==> src/rtl/core/rqsd_pkg.sv <==
// Shared types and constants for the radius query block.
package rqsd_pkg;

  localparam int MAX_POINTS_DEF = 32;
  localparam int ID_WIDTH_DEF   = 16;
  localparam int DSQ_W          = 34;
  localparam int ARR_W          = 6;
  localparam int DIST_W         = 17;

  localparam logic [1:0] REG_CX = 2'd0;
  localparam logic [1:0] REG_CY = 2'd1;
  localparam logic [1:0] REG_RAD = 2'd2;

  typedef struct packed {
    logic signed [15:0] pos_x;
    logic signed [15:0] pos_y;
    logic [15:0]        player_id;
    logic               accepted;
    logic               last_point;
  } in_item_t;

  typedef struct packed {
    logic [4:0]        slot_index;
    logic [15:0]       out_player_id;
    logic [DIST_W-1:0] distance;
    logic              found;
    logic              overflow;
    logic              end_of_run;
  } out_item_t;

  typedef enum logic [1:0] {
    ST_FILL,
    ST_SQRT,
    ST_SEND
  } state_t;

endpackage

==> src/rtl/core/rqsd_cell.sv <==
// One cell of the sorted insertion chain.
module rqsd_cell #(
  parameter int ID_WIDTH = rqsd_pkg::ID_WIDTH_DEF,
  parameter int KW       = rqsd_pkg::DSQ_W + ID_WIDTH + rqsd_pkg::ARR_W
) (
  input  logic          clk,
  input  logic          rst_n,
  input  logic          clear,
  input  logic          ins_vld,
  input  logic [KW-1:0] ins_key,
  input  logic          shift,
  input  logic          prev_vld,
  input  logic [KW-1:0] prev_key,
  input  logic          prev_moves,
  input  logic          next_vld,
  input  logic [KW-1:0] next_key,
  output logic          vld,
  output logic [KW-1:0] key,
  output logic          moves
);

  logic          vld_r, vld_nxt;
  logic [KW-1:0] key_r, key_nxt;

  // key is {dist_sq, id, arrival}, so plain compare gives the sort order;
  // an empty cell or one sorting strictly after the new key makes room
  assign moves = !vld_r || (key_r > ins_key);
  assign vld = vld_r;
  assign key = key_r;

  always_comb begin
    vld_nxt = vld_r;
    key_nxt = key_r;
    if (clear) begin
      vld_nxt = 1'b0;
    end else if (shift) begin
      // unload: take the entry behind, toward the head
      vld_nxt = next_vld;
      key_nxt = next_key;
    end else if (ins_vld && moves) begin
      if (prev_moves) begin
        // insertion point lies ahead: step back by one
        vld_nxt = prev_vld;
        key_nxt = prev_key;
      end else begin
        vld_nxt = 1'b1;
        key_nxt = ins_key;
      end
    end
  end

  always_ff @(posedge clk) begin
    if (!rst_n) begin
      vld_r <= 1'b0;
    end else begin
      vld_r <= vld_nxt;
    end
    key_r <= key_nxt;
  end

endmodule

==> config.mk <==
export PLATFORM = sky130hd
export DESIGN_NAME = rqsd_cell
export DESIGN_NICKNAME = d
export VERILOG_FILES = /design/src/rtl/core/rqsd_pkg.sv /design/src/rtl/core/rqsd_cell.sv
export SDC_FILE = /design/constraint.sdc
export NUM_CORES = 1
export LEC_CHECK = 0
export BUFFER_PORTS_ARGS = -buffer_cell sky130_fd_sc_hd__buf_4
export CAP_MARGIN = 5
export CORE_ASPECT_RATIO = 1.5
export CORE_UTILIZATION = 46
export DETAILED_ROUTE_END_ITERATION = 16
export PLACE_DENSITY = 0.86
export SYNTH_ARGS = -nofsm -noshare
export SYNTH_HDL_FRONTEND = slang
export SYNTH_SLANG_ARGS = --single-unit
==> constraint.sdc <==
create_clock -name clk -period 10.3 [get_ports clk]
set_input_delay 2.06 -clock clk [delete_from_list [all_inputs] [get_ports clk]]
set_output_delay 2.06 -clock clk [all_outputs]
set_load 0.03 [all_outputs]
==> flow_summary.toml, run 1 <==
[run_status]
outcome = "finished, final reports clean"

[sta]
period_minus_slack_ns = 6.41
relSlewSlack_pct = 35.7
max_freq_mhz = 156
tightest_slew_ns = 0.965
fin_setup_tns_ns = 0
fin_skew_ns = 0.00967
rsz0062_at_grt = "no"
period_share_pct = 62.2
setup_viol = 0
hold_viol = 0
drv_slew = 0

[route]
drtIter0Drc = 125
vias_per_cell = 5.24
drc_errors = 0
wl_mm = 12.3
routedWlPerCell_um = 15.3
drtAntennaViolNets = 0
first_pass_iters = 4
num_vias = 4201

[setup_path]
start_kind = "primary input"
path_cells = "buf_4 -> inv_1 -> ha_1 -> nand4_1 -> nor4_1 -> nand2_1 -> mux2_4 -> o21ai_0 -> nand2_1 -> buf_4"
cp_max_fo = 3
path_class = "primary input to output pin"
slowest_stage = "nor4_1"
crit_required_ns = 8.24
slowest_delay_ns = 0.70
timing.rr.start = "key[22]"
cp.arrival_ns = 4.35
critPathLaunch = "ins_key[22]"
end_kind = "output pin"

[layout]
seqCellArea_um2 = 1700
layout.nets = 917
diodes = 0
drive_above_1_share_pct = 36.0
nFillCells = 708
multi_input_area_um2 = 2350
syn_to_final_growth_pct = 48.3

[floorplan]
initial_core_util_pct = 47.0
dieArea_um2 = 9810
coreArea_um2 = 9200
num_rows = 43
die_w_um = 81.2
die_y_um = 121
io_pins = 234

[cts]
postCtsSetupRepairBufs = 0
ctsResizeCount = 0
clkTransAtPathRegs_ns = 0.05
clock_latency_ns = 0.32
cts_root_buffer = "clkbuf_16"
cts_max_path_buffers = 2
tritoncts = "built"
cts_made_buffers = 9
cts.sinks = 57
cts_hold_buf = 0
htreeDepth = 3

[logic_synthesis]
synth_top_area_share_pct = 38.9
ys_ff_latch = 57
synth_ff_type = "edfxtp_1"
yosys_warnings = 0
synth_fp_nets = 691
synth_commonest_cells = "nand2_1, o21ai_0, inv_1"
netlist_area_um2 = 4330
synthArstFlopShare_pct = 0
syn_inst = 459
synth_area_leaders = "edfxtp_1, ha_1, mux2i_1"
ys_seq_area_share_pct = 39.3
yosys.area.top_type = "edfxtp_1"
yosysMostFrequentCell = "nand2_1"
synthDistinctLibCells = 32
synth_edf_count = 56
syn_avg_cell_area_um2 = 9.43

[grt]
grt_max_degree = 117
gr-usage-met1_pct = 26.3
grt_remaining_overflow = 0
antenna_found_initial = 0
use_met3_pct = 5.06
grt_use_met2_pct = 49.8
grt-busiest-layer = "met2"
grt_use_total_pct = 26.2
grt_pass1_vias = 4350
grt_pass1_wl_mm = 19.3

[place]
portBuffers = 233
gp_congestion = 0.794
dp_hpwl_mm = 9.85

[power]
ir_worst_vdd_mv = 0.0909
powerDensity_nw_per_um2 = 120
seqPwrFrac_pct = 37.6
p_sw_mw = 0.222
cellInternalPower_mw = 0.546
power_frac_clock_pct = 33.2
p_sw_share_pct = 28.9
power_frac_comb_pct = 29.2
finalPower_mw = 0.768
p_leak_nw = 3.26

[hold_path]
hold_start = "vld"
hp-class = "flip-flop to flip-flop"

[run]
drv_cap = 0
-- per-stage QoR --
step	worst slack [ns]	area [um^2]	instances	hold slack [ns]	util, %
finish	3.89	6420	801	0.709	69.8
global route	3.68	6420	801	0.760	69.8
detailed placement	3.91	6170	786	0.710	67.1
global placement	3.95	6170	786	0.697	67.1
floorplan	2.04	4330	459	0.742	-
CTS	3.90	6420	801	0.716	69.8
-- metal layers --
| metal | wire [um] | vias to the layer above |
|---|---|---|
| li1 | - | 2097 |
| met1 | 4450 | 1916 |
| met4 | 363 | 0 |
| met3 | 658 | 29 |
| met5 | 0 | - |
| met2 | 6800 | 159 |
-- power by group through the flow --
stage          clock network (mW)  registers, mW  logic, mW
2_1_floorplan                   0          0.327     0.0851
4_1_cts                     0.257          0.289      0.226
5_1_grt                     0.268          0.291      0.246
3_5_place_dp                    0          0.293      0.225
3_3_place_gp                    0          0.292      0.216
6_report                    0.254          0.289      0.224
-- cell families after synthesis --
kind of cell / Yosys count / share of synthesized area, %
compound gates: 105 / 13.5
fa+ha+maj: 56 / 16.2
buf+inv: 78 / 6.88
flops: 57 / 39.3
mux: 57 / 13.3
simple gates: 106 / 10.8
-- layout by cell type, fill, tap and decap left out, drive strengths merged --
master,n
mux2,1
o21ai,65
a41oi,1
nand3,9
a211oi,2
buf,235
nand4,12
edfxtp,56
a21o,4
ha,56
clkbuf,14
a221o,2
nor2,5
o31ai,1
a21boi,1
clkinv,1
o211ai,1
inv,58
mux2i,56
nand2,71
o21a,2
a221oi,1
o22ai,1
and2,1
nor4,2
a311oi,1
nor3,2
and4,3
a21oi,23
dfxtp,1
nor2b,1
-- registers in the layout, indices dropped and copies added, names as in the netlist --
name and flops:
key 56, vld 1
-- cell type report --
cell class | instances | area share [%]
repair buffers | 235 | 27.5
flip-flops and latches | 57 | 26.5
multi-input cells | 324 | 36.6
clock inverters | 1 | 0.0585
clock buffers | 14 | 3.80
inverters | 58 | 3.39
well taps | 112 | 2.18
-- worst max-delay path, delay by kind of cell --
family | cells | cell delay (ns)
mux | 1 | 0.30
fa+ha+maj | 1 | 0.31
buf+inv | 3 | 0.31
simple gates | 4 | 1.15
compound gates | 1 | 0.21
-- path summary, 6_finish.rpt --
check | depth (start not counted) | to | slack, ns
worst max-delay path | 10 | moves | 3.89
worst min-delay path | 3 | vld | 0.71
worst min register to register | 3 | vld | 0.71
worst max register to register | 8 | key[21] | 6.94
Power figures use the tool's default switching activity.
==> inputs of run 2 (changes only) <==
Clock period 10.3 ns to 5.9 ns, I/O delays scaled along.
==> flow_summary.toml, run 2 (synthesized netlist as in run 1, its figures left out) <==
[route]
routedWlPerCell_um = 15.1
vias_per_cell = 5.24
wl_mm = 12.1
drc_errors = 0
first_pass_iters = 5
drtIter0Drc = 152
drtAntennaViolNets = 0
num_vias = 4200

[cts]
cts_max_path_buffers = 2
clkTransAtPathRegs_ns = 0.05
ctsResizeCount = 0
cts_hold_buf = 0
tritoncts = "built"
postCtsSetupRepairBufs = 0
clock_latency_ns = 0.32
cts_made_buffers = 9
cts.sinks = 57
cts_root_buffer = "clkbuf_16"
htreeDepth = 3

[power]
power_frac_comb_pct = 28.0
p_sw_mw = 0.397
power_frac_clock_pct = 35.7
p_leak_nw = 3.28
seqPwrFrac_pct = 36.3
p_sw_share_pct = 28.5
cellInternalPower_mw = 0.994
ir_worst_vdd_mv = 0.174
powerDensity_nw_per_um2 = 215

[grt]
grt_remaining_overflow = 0
grt_max_degree = 117
gr-usage-met1_pct = 25.2
grt_pass1_vias = 4214
grt_use_total_pct = 25.2
use_met3_pct = 6.04
grt-busiest-layer = "met2"
grt_pass1_wl_mm = 18.6
antenna_found_initial = 0
grt_use_met2_pct = 47.5

[setup_path]
start_kind = "primary input"
path_cells = "buf_4 -> inv_1 -> ha_1 -> nand4_1 -> nor4_1 -> nand2_1 -> mux2_4 -> o21ai_0 -> nand2_1 -> buf_4"
cp.arrival_ns = 3.46
cpLargestDelayFamily = "simple AND/OR/NAND/NOR gates"
r2r-end = "key[44]"
path_class = "primary input to output pin"
slowest_stage = "nor4_1"
cp_max_fo = 3
crit_required_ns = 4.72
cp_num_buf_inv = 3
timing.rr.start = "key[22]"
r2r_setup_slack_ns = 2.52
end_kind = "output pin"
slowest_delay_ns = 0.69
reg2regPathDepth = 8

[run]
drv_cap = 0

[layout]
nFillCells = 713
seqCellArea_um2 = 1700
largest_register_ffs = 56
layout.nets = 917
final_common_cell = "buf_4"
drive_above_1_share_pct = 36.8
diodes = 0
multi_input_area_um2 = 2350
mostFrequentLayoutCells = "buf_4, nand2_1, o21ai_0"
syn_to_final_growth_pct = 49.2
post-route-util_pct = 70.2

[hold_path]
worst_hold_path.endpoint = "vld"
hp-class = "flip-flop to flip-flop"
hold_start = "vld"
whs_path_depth = 3

[floorplan]
die_w_um = 81.2
dieArea_um2 = 9810
io_pins = 234
die_y_um = 121
coreArea_um2 = 9200
initial_core_util_pct = 47.0
num_rows = 43

[sta]
relSlewSlack_pct = 37.1
max_freq_mhz = 216
setup_viol = 0
rsz0062_at_grt = "no"
tightest_slew_ns = 0.944
fin_skew_ns = 0.00644
drv_slew = 0
period_minus_slack_ns = 4.64
period_share_pct = 78.6
hold_viol = 0
fin_setup_tns_ns = 0

[place]
dp_hpwl_mm = 9.78
portBuffers = 233
gp_congestion = 0.814

[run_status]
outcome = "finished, final reports clean"
## run 2: layer usage
| metal | vias up | wire length [um] |
|---|---|---|
| li1 | 2101 | - |
| met1 | 1903 | 4280 |
| met2 | 165 | 6700 |
| met3 | 31 | 806 |
| met4 | 0 | 348 |
| met5 | - | 0 |
## run 2: cell type report
cell class | instances | share of cell area, %
timing repair buffer | 235 | 27.3
sequential | 57 | 26.4
clock inverter | 7 | 0.950
inverter | 58 | 3.37
tap | 112 | 2.17
clock buffer | 9 | 3.49
multi-input combinational | 324 | 36.3
## run 2: worst register-to-register path, cell delays in order, from the launching register on
cell      delay [ns]
edfxtp_1        0.40
ha_1            0.34
nand4_1         0.23
nor4_1          0.69
o31ai_1         0.20
nand3_1         0.16
o21ai_0         0.19
a311oi_4        0.35
buf_4           0.46
## run 2: worst max-delay path by stage
stage	from	end	cells past startpoint
after global placement	ins_key[22]	moves	10
after detailed placement	ins_key[22]	moves	10
after global routing	ins_key[22]	moves	10
final	ins_key[22]	moves	10
after CTS	ins_key[22]	moves	10
after floorplan	ins_key[38]	key[0]	8
## run 2: power groups by stage
| stage | Sequential, mW | Combinational [mW] | Clock [mW] |
|---|---|---|---|
| 2_1_floorplan | 0.568 | 0.149 | 0 |
| 3_3_place_gp | 0.509 | 0.378 | 0 |
| 3_5_place_dp | 0.512 | 0.391 | 0 |
| 4_1_cts | 0.504 | 0.393 | 0.507 |
| 5_1_grt | 0.507 | 0.428 | 0.528 |
| 6_report | 0.504 | 0.389 | 0.497 |
## run 2: through the flow
stage | instance area, um^2 | power (mW) | cells | setup WS (ns) | hold WS, ns
floorplan | 4330 | 0.718 | 459 | 0.526 | 0.756
global placement | 6170 | 0.887 | 786 | 1.32 | 0.705
detailed placement | 6170 | 0.902 | 786 | 1.31 | 0.706
CTS | 6460 | 1.40 | 802 | 1.29 | 0.709
global route | 6460 | 1.46 | 802 | 1.19 | 0.780
finish | 6460 | 1.39 | 802 | 1.26 | 0.713
