--- config.mk ---
export PLATFORM = sky130hd
export DESIGN_NAME = rqsd_sqrt
export DESIGN_NICKNAME = d
export VERILOG_FILES = /design/src/rtl/core/rqsd_pkg.sv /design/src/rtl/core/rqsd_sqrt.sv
export SDC_FILE = /design/constraint.sdc
export NUM_CORES = 1
export LEC_CHECK = 0
export CORE_ASPECT_RATIO = 2
export CORE_MARGIN = 1
export CORE_UTILIZATION = 50
export CTS_CLUSTER_DIAMETER = 50
export DETAILED_ROUTE_END_ITERATION = 12
export DONT_BUFFER_PORTS = 1
export SLEW_MARGIN = 20
export SYNTH_ARGS = -nofsm -noshare
export SYNTH_HDL_FRONTEND = slang
export SYNTH_SLANG_ARGS = --single-unit
export TNS_END_PERCENT = 30
--- constraint.sdc ---
create_clock -name clk -period 3.69 [get_ports clk]
set_input_delay 0.1845 -clock clk [delete_from_list [all_inputs] [get_ports clk]]
set_output_delay 0.1845 -clock clk [all_outputs]
set_load 0.02 [all_outputs]
--- src/rtl/core/rqsd_pkg.sv ---
// Shared types and constants for the radius query block.
package rqsd_pkg;

  localparam int MAX_POINTS_DEF = 32;
  localparam int ID_WIDTH_DEF   = 16;
  localparam int DSQ_W          = 34;
  localparam int ARR_W          = 6;
  localparam int DIST_W         = 17;

  localparam logic [1:0] REG_CX = 2'd0;
  localparam logic [1:0] REG_CY = 2'd1;
  localparam logic [1:0] REG_RAD = 2'd2;

  typedef struct packed {
    logic signed [15:0] pos_x;
    logic signed [15:0] pos_y;
    logic [15:0]        player_id;
    logic               accepted;
    logic               last_point;
  } in_item_t;

  typedef struct packed {
    logic [4:0]        slot_index;
    logic [15:0]       out_player_id;
    logic [DIST_W-1:0] distance;
    logic              found;
    logic              overflow;
    logic              end_of_run;
  } out_item_t;

  typedef enum logic [1:0] {
    ST_FILL,
    ST_SQRT,
    ST_SEND
  } state_t;

endpackage

--- src/rtl/core/rqsd_sqrt.sv ---
// Iterative floor square root, two radicand bits and one result bit per cycle.
module rqsd_sqrt (
  input  logic                        clk,
  input  logic                        rst_n,
  input  logic                        start,
  input  logic [rqsd_pkg::DSQ_W-1:0]  value,
  output logic                        done,
  output logic [rqsd_pkg::DIST_W-1:0] root
);

  localparam int N = rqsd_pkg::DSQ_W;
  localparam int R = rqsd_pkg::DIST_W;

  logic [N-1:0] rem_r, rem_nxt;
  logic [R-1:0] res_r, res_nxt;
  logic [N-1:0] val_r, val_nxt;
  logic [4:0]   cnt_r, cnt_nxt;
  logic         busy_r, busy_nxt;
  logic [N+1:0] acc, trial;

  assign root = res_r;
  // held until the next start
  assign done = busy_r && (cnt_r == 5'd0);

  // restoring digit recurrence: bring down two bits, try 4*res+1
  always_comb begin
    rem_nxt  = rem_r;
    res_nxt  = res_r;
    val_nxt  = val_r;
    cnt_nxt  = cnt_r;
    busy_nxt = busy_r;
    acc   = {rem_r, val_r[N-1:N-2]};
    trial = {{(N-R){1'b0}}, res_r, 2'b01};
    if (start) begin
      rem_nxt  = '0;
      res_nxt  = '0;
      val_nxt  = value;
      cnt_nxt  = 5'(R);
      busy_nxt = 1'b1;
    end else if (busy_r && cnt_r != 5'd0) begin
      val_nxt = {val_r[N-3:0], 2'b00};
      cnt_nxt = cnt_r - 5'd1;
      if (acc >= trial) begin
        rem_nxt = N'(acc - trial);
        res_nxt = {res_r[R-2:0], 1'b1};
      end else begin
        rem_nxt = N'(acc);
        res_nxt = {res_r[R-2:0], 1'b0};
      end
    end
  end

  always_ff @(posedge clk) begin
    if (!rst_n) begin
      busy_r <= 1'b0;
      cnt_r  <= '0;
    end else begin
      busy_r <= busy_nxt;
      cnt_r  <= cnt_nxt;
    end
    rem_r <= rem_nxt;
    res_r <= res_nxt;
    val_r <= val_nxt;
  end

endmodule

==> results.md, run 1 <==
* Synth top area share at between 20 and 25%
* Power Density at slightly below 600 nW/um2
* Post-synth top flop: dfxtp_1
* Largest cells by area after synthesis: dfxtp_1 22%, edfxtp_1 20%, mux2_2 7.0%
* Post-CTS setup buffers at 0
* Fillcell total at about 920
* Warnings from Yosys at 0
* N_diodes at 0
* H-tree depth at 3
* Worst EP arrival at between 3000 and 4000 ps
* Setup TNS Final at 0 ps
* Busiest grt layer: met2
* Die footprint at ~11000 um2
* Worst Path Buf+Inv at 1
* Nets@finish at between 600 and 700
* Worst-path clk slew at about 60 ps
* Area Overhead vs Synth at 7.63%
* Worst path max stage delay at around 600 ps
* Crit start category: register
* Slowest stage cell, crit path: or4_4
* First-pass GRT wire length at between 15000 and 20000 um
* RSZ-0062 raised after global routing: false
* Peak VDD IR at between 0.3 and 0.4 mV
* Least-Margin Pin Slew at around 680 ps
* CTS buffer count at 9
* F_max at around 0.31 GHz
* DR DRC count at 0
* Worst Skew at 5.18 ps
* Via count at between 4000 and 5000
* Post-synth EDFFs at 34
* Initial DRC count at between 100 and 150
* CTS resizes at 0
* Area after DPL at approximately 5200 um2
* Fin crit share at between 80% and 90%
* Largest net degree at the start of global routing at 69
* Max-Cap Viols at 0
* Via density at around 6
* Die height at roughly 150 um
* Synth cell types at 60
* Yosys top cell by area: dfxtp_1
* CTS tree: yes
* Run status: completed
* CP Class: reg2reg
* Leak at a little under 0.002 uW
* Hold Crit Class: in2reg
* Core box area at between 10000 and 15000 um2
* GRT overflow at 0
* Met3 Use GR at under 10%
* Final setup fails at 0
* Most frequent cells after synthesis: 83 x nand2_1, 57 x dfxtp_1, 44 x a21oi_1
* Sequential share of the synthesized area at between 40% and 50%
* Routed WL at roughly 12000 um
* Yosys reg bits at 91
* Number of global-route vias before repair at between 4000 and 5000
* Post-synthesis async set-or-reset flop share at 0%
* Port-buffer cells at 0
* CP Data Required Time at 3950 ps
* Critical Path Fanout Max at 12
* Minimum clock period after layout at approximately 3300 ps
* Layout cells sized above 1 at about an eighth
* Ports at 55
* Post-synthesis cell area at approximately 5200 um2
* Drt wl/cell at between 15 and 20 um
* Syn Inst Count at around 570
* GR Util met1 at between 20% and 30%
* Initial Util at roughly half
* Root buf cell: clkbuf_16
* Chip Width at around 74 um
* Final GP Congestion at about 0.9
* Crit path max-delay family: simple AND/OR/NAND/NOR gates
* Average cell area after synthesis at about 9 um2
* Final HPWL from detailed placement at 8420 um
* Final slew viol count at 0
* Initial antenna violation count at 0
* Post-Syn Nets at roughly 630
* Routed Antenna Nets at 0
* Std cell rows at 52
* GRT Util Overall at 23.5%
* Crit path cell chain: inv_1 -> ha_1 -> nand4_1 -> nor4_2 -> a211o_4 -> a2111oi_4 -> or4_4 -> or4_1 -> a311oi_1
* Most common cell in the netlist: nand2_1
* Clock latency at the later pin of the worst-skew pair at ~340 ps
* Crit end category: register
* Slew margin rel. at between 50% and 60%
* CTS max path bufs at 2
* Fin util at 55.3%
* Pwr Total at between 3000 and 4000 uW
* Final Hold Fails at 0
* Design area at between 5000 and 6000 um2
* DRT Pass-1 Iters at 4
* Global routing usage on met2 at between 40% and 50%
* CTS sink cnt at approximately 90
==> worst reg2reg max path: cells and delay by family (launching register included) <==
family | cells | cell delay [ps]
and+or+nand+nor | 4 | 1670
AOI/OAI and AO/OA | 3 | 520
DFF | 1 | 490
adders and majority gates | 1 | 400
buffers and inverters | 1 | 90
==> worst paths after layout <==
check             startpoint        end  slack, ps  cells past startpoint
setup / recovery     root[9]  rem_r[27]        420                      9
hold / removal         rst_n   cnt_r[3]         40                      2
setup reg to reg     root[9]  rem_r[27]        420                      9
hold reg to reg     rem_r[0]   rem_r[0]        480                      2
==> stage by stage <==
stage	hold WS [ps]	setup slack, ps	instances
after global routing	40.1	252	691
after CTS	37.1	403	691
after floorplan	302	678	568
after global placement	262	534	673
after detailed placement	264	421	673
final	41.5	422	691
==> cells in the final DEF (no fill, tap or decap), types with 9 or more instances in the layout <==
| cell type | count |
|---|---|
| nand2_1 | 83 |
| dfxtp_1 | 57 |
| a21oi_1 | 44 |
| nor2_1 | 40 |
| edfxtp_1 | 34 |
| mux2_2 | 32 |
| inv_1 | 28 |
| ha_1 | 21 |
| a211oi_1 | 17 |
| o21ai_0 | 16 |
| xnor2_1 | 15 |
| a311oi_1 | 14 |
| nand3_1 | 10 |
| nor4_1 | 9 |
| clkbuf_16 | 9 |
==> timing repair <==
item,in CTS,in global routing
endpoints found under the hold margin,51,0
endpoints found under the setup margin,0,0
hold buffers,2,0
==> flip-flops by register name (all words and copies together) (netlist names) <==
signal	cells
rem_r	34
val_r	34
root	17
cnt_r	5
busy_r	1
==> layout make-up <==
class	instances	area, um2	share of cell area [%]
tap	135	169	3.03
inverter	28	105	1.88
clock buffer	10	229	4.11
clock inverter	6	73.8	1.32
multi-input combinational	411	2750	49.3
sequential	91	2160	38.8
timing repair buffer	10	90.1	1.62
==> where the power goes <==
group	total [uW]	switching, uW	leakage, uW	internal [uW]
Sequential	1230	78.8	0.000806	1150
Combinational	1100	643	0.00103	459
Clock	935	402	0.000141	533
==> routing by layer <==
metal	part of all wire [%]	wire length, um
met4	2.5	292
met5	0	0
met2	55	6580
met1	39	4620
met3	3.6	425
==> cells by family after synthesis <==
family,Yosys count,synth area share [%]
compound gates,134,18.0
buf+inv,66,5.39
xor+xnor,23,3.89
flops,91,41.7
mux,35,7.53
simple gates,198,18.4
fa+ha+maj,21,5.07
Power figures use the tool's default switching activity.
==> run 2, diff against run 1 <==
- BUFFER_PORTS_ARGS: default -> -buffer_cell sky130_fd_sc_hd__buf_4
- DONT_BUFFER_PORTS: 1 -> default
- PLACE_DENSITY: default -> 0.7
- REMOVE_ABC_BUFFERS: default -> 1
==> results.md, run 2 (synthesis results as in run 1) <==
* CTS max path bufs at 2
* Run status: completed
* GRT overflow at 0
* Leak at between 0.002 and 0.0025 uW
* Initial antenna violation count at 0
* Switching pwr at between 1000 and 1500 uW
* Clock latency at the later pin of the worst-skew pair at about 340 ps
* Worst EP arrival at around 3400 ps
* Fillcell total at 914
* Power Density at roughly 560 nW/um2
* Drt wl/cell at between 15 and 20 um
* Max-Cap Viols at 0
* Comb power frac at about a third
* Slowest stage cell, crit path: or4_4
* F_max at between 0.3 and 0.4 GHz
* Pre-CTS WS at between 500 and 600 ps
* CTS resizes at 0
* Std cell rows at 52
* Most frequent cells in the layout: 83 x nand2_1, 65 x buf_4, 57 x dfxtp_1
* Routed Antenna Nets at 0
* Initial DRC count at 242
* CTS buffer count at 9
* H-tree depth at 3
* Peak VDD IR at ~0.41 mV
* Final HPWL from detailed placement at 8990 um
* Hold Crit Class: in2reg
* Pwr Total at around 3400 uW
* Final Hold Fails at 0
* GRT Util Overall at around 25%
* Cts hold-fix bufs at 0
* DRT Pass-1 Iters at 4
* Hold slack at 74.0 ps
* Chip Width at 74.0 um
* Number of global-route vias before repair at 4431
* Setup TNS Final at 0 ps
* Worst-path clk slew at approximately 70 ps
* Flop pwr share at 36.0%
* Final slew viol count at 0
* Fin util at 59.5%
* Critical Path Fanout Max at 12
* First-pass GRT wire length at between 20000 and 25000 um
* Setup ws final at 520 ps
* DR DRC count at 0
* Minimum clock period after layout at roughly 3200 ps
* Worst path max stage delay at 620 ps
* Initial Util at 51.4%
* Crit path cell chain: inv_1 -> ha_1 -> and3_1 -> and2_4 -> a211o_4 -> a2111oi_4 -> or4_4 -> or4_1 -> a311oi_1
* Ports at 55
* CTS tree: yes
* Post-CTS setup buffers at 0
* Worst Path Buf+Inv at 1
* Crit end category: register
* Die height at around 150 um
* Crit start category: register
* Fin crit share at 85.9%
* Area Overhead vs Synth at 15.7%
* Final GP Congestion at about 0.90
* Die footprint at 10800 um2
* Int Power at 2230 uW
* Crit path max-delay family: simple AND/OR/NAND/NOR gates
* Core box area at ~10000 um2
* Worst Skew at 6.54 ps
* Via density at 5.72
* Routed WL at 12300 um
* Largest net degree at the start of global routing at 81
* Final setup fails at 0
* Least-Margin Pin Slew at roughly 800 ps
* Net Sw Frac at between 30% and 40%
* Most common cell after layout, fill and taps aside: nand2_1
* Root buf cell: clkbuf_16
* Clock network power share at 29.8%
* Nets@finish at between 600 and 700
* N_diodes at 0
* CP Class: reg2reg
* CP Data Required Time at about 3900 ps
* Slew margin rel. at roughly 45%
* CTS sink cnt at between 90 and 100
* Layout cells sized above 1 at approximately a fifth
* RSZ-0062 raised after global routing: false
* Port-buffer cells at 54
* Via count at between 4000 and 5000
==> run 2: changes by cell type in the layout (fill, tap and decap cells not counted), sizes merged <==
cell         change
dlygate4sd3      -1
clkbuf           -1
bufinv           +1
buf             +56
==> run 2: path summary, 6_finish.rpt <==
check	startpoint	endpoint	slack, ps	depth (start not counted)
min reg2reg	rem_r[0]	rem_r[0]	470	2
min	rst_n	busy_r	70	2
max	root[14]	rem_r[27]	520	9
max reg2reg	root[14]	rem_r[27]	520	9
==> run 2: final cells by class <==
class	instances	area, um2	area share, %
clock inverter	7	98.8	1.65
sequential	91	2160	36.1
inverter	28	105	1.75
multi-input combinational	411	2750	45.8
clock buffer	9	225	3.76
tap	135	169	2.82
timing repair buffer	65	488	8.14
==> run 2: power by group through the flow <==
stage | Clock (uW) | Sequential (uW) | Combinational (uW)
6_report | 1010 | 1220 | 1160
2_1_floorplan | 0 | 1220 | 845
3_3_place_gp | 0 | 1240 | 1130
5_1_grt | 1070 | 1230 | 1270
4_1_cts | 1020 | 1220 | 1160
3_5_place_dp | 0 | 1240 | 1140
==> run 2: per-layer routing <==
layer,up-vias,track usage [%],wire [um]
met1,2032,26.8,4640
met4,0,11.3,325
met2,87,44.9,6920
li1,2129,-,-
met5,-,0,0
met3,20,3.88,367
==> run 2: stage by stage <==
| step | cell area, um2 | instances |
|---|---|---|
| 2_1_floorplan | 5010 | 530 |
| 3_3_place_gp | 5670 | 730 |
| 3_5_place_dp | 5670 | 730 |
| 4_1_cts | 6000 | 746 |
| 5_1_grt | 6000 | 746 |
| 6_report | 6000 | 746 |
==> run 3, diff against run 2 <==
- BUFFER_PORTS_ARGS: -buffer_cell sky130_fd_sc_hd__buf_4 -> default
- DONT_BUFFER_PORTS: default -> 1
- PLACE_DENSITY: 0.7 -> default
==> results.md, run 3 (synthesis results as in run 1) <==
* Placed cells at 676
* CP Data Required Time at 3950 ps
* FF-to-FF End: rem_r[27]
* Core box area at approximately 10000 um2
* Number of global-route vias before repair at just over 4000
* Final HPWL from detailed placement at ~8400 um
* Slowest stage cell, crit path: or4_4
* Port-buffer cells at 0
* Crit end category: register
* Clock latency at the later pin of the worst-skew pair at approximately 350 ps
* Worst EP arrival at 3530 ps
* Max-Cap Viols at 0
* Fin crit share at between 80% and 90%
* RSZ-0062 raised after global routing: false
* Root buf cell: clkbuf_16
* Initial Util at 51.4%
* Crit path cell chain: inv_1 -> ha_1 -> and3_1 -> and2_4 -> a211o_4 -> a2111oi_4 -> or4_4 -> or4_1 -> a311oi_1
* Via density at 5.87
* Final GP Congestion at between 0.9 and 1
* Initial DRC count at about 280
* Flop2flop setup slack at around 420 ps
* Hold worst-path end: rem_r[31]
* H-tree depth at 3
* Nets@finish at 612
* F_max at approximately 0.3 GHz
* Std cell rows at 52
* Fin util at between 50 and 60%
* Area Overhead vs Synth at 8.19%
* CP Class: reg2reg
* CTS sink cnt at ~90
* Die footprint at approximately 11000 um2
* GRT Util Overall at 23.4%
* Ports at 55
* Power Density at about 580 nW/um2
* Chip Width at between 70 and 80 um
* Worst Path Buf+Inv at 1
* Least-Margin Pin Slew at 707 ps
* First-pass GRT wire length at 19500 um
* GRT overflow at 0
* Hold Crit Class: in2reg
* Most frequent cells in the layout: 83 x nand2_1, 57 x dfxtp_1, 44 x a21oi_1
* Hold path cells at 2
* Drt wl/cell at ~17 um
* N_diodes at 0
* Critical Path Fanout Max at 12
* DRT Pass-1 Iters at 4
* Final Hold Fails at 0
* Layout cells sized above 1 at 12.5%
* Slew margin rel. at 52.2%
* CTS resizes at 0
* Via count at 4074
* CTS max path bufs at 2
* Die height at around 150 um
* Final slew viol count at 0
* Cts hold-fix bufs at 2
* Run status: completed
* Peak VDD IR at 0.516 mV
* FF-to-FF Start: root[14]
* DR DRC count at 0
* Routed WL at approximately 12000 um
* Leak at 0.00199 uW
* Hold wc startpoint: start
* Worst-path clk slew at around 70 ps
* Initial antenna violation count at 0
* CP startpoint: root[14]
* Post-CTS setup buffers at 0
* Crit start category: register
* Fillcell total at about 930
* Crit path max-delay family: simple AND/OR/NAND/NOR gates
* Worst path max stage delay at between 600 and 700 ps
* Largest net degree at the start of global routing at 70
* Minimum clock period after layout at 3270 ps
* Pwr Total at 3240 uW
* Routed Antenna Nets at 0
* CTS tree: yes
* Worst Reg-to-Reg Cells at 9
* Most common cell after layout, fill and taps aside: nand2_1
* Worst Skew at between 8 and 9 ps
* Final setup fails at 0
* CTS buffer count at 9
* Finished Layout Cells at approximately 700
[run 3: cell types whose count changed in the layout (fill, tap and decap cells not counted), sizes merged]
| cell | change |
|---|---|
| buf | -53 |
| bufinv | -2 |
| clkinv | +1 |
| dlygate4sd3 | +1 |
| inv | +1 |
[run 3: final cells by class]
class	count	area [um2]	share of cell area, %
clock buffers	9	225	4.02
clock inverters	7	71.3	1.27
inverters	28	105	1.88
multi-input cells	411	2750	49.0
flip-flops and latches	91	2160	38.6
well taps	135	169	3.01
repair buffers	13	125	2.23
[run 3: power breakdown]
group / internal, uW / switching, uW / total, uW
Clock: 476 / 433 / 909
Combinational: 462 / 644 / 1110
Sequential: 1150 / 76.8 / 1230
Total: 2090 / 1150 / 3240
[run 3: stage by stage]
| stage | hold slack, ps | setup TNS, ps | area, um2 | setup slack, ps |
|---|---|---|---|---|
| floorplan | 254 | -5880 | 5010 | -736 |
| global placement | 266 | 0 | 5280 | 510 |
| detailed placement | 268 | 0 | 5280 | 425 |
| CTS | 1.37 | 0 | 5610 | 416 |
| global route | 22.7 | 0 | 5610 | 162 |
| finish | 13.7 | 0 | 5610 | 418 |
[run 3: worst max-delay path by stage]
| stage | cells past startpoint | to | slack (ps) |
|---|---|---|---|
| floorplan | 8 | cnt_r[4] | -740 |
| CTS | 9 | rem_r[27] | 420 |
| detailed placement | 9 | rem_r[27] | 430 |
| global placement | 9 | rem_r[27] | 510 |
| finish | 9 | rem_r[27] | 420 |
| global route | 9 | rem_r[27] | 160 |
[run 3: worst register-to-register path, cell delays in order, from the launching register on]
cell       delay (ps)
dfxtp_1           500
inv_1              80
ha_1              440
and3_1            330
and2_4            250
a211o_4           170
a2111oi_4          50
or4_4             620
or4_1             490
a311oi_1          260
[run 3: layer usage]
metal	up-vias	track usage [%]	part of all wire, %	wire [um]
met5	-	0	0	0
met4	0	11.2	3.4	397
met1	1903	24.1	37	4370
met3	33	4.78	4.6	542
li1	2024	-	-	-
met2	114	42.8	55	6490
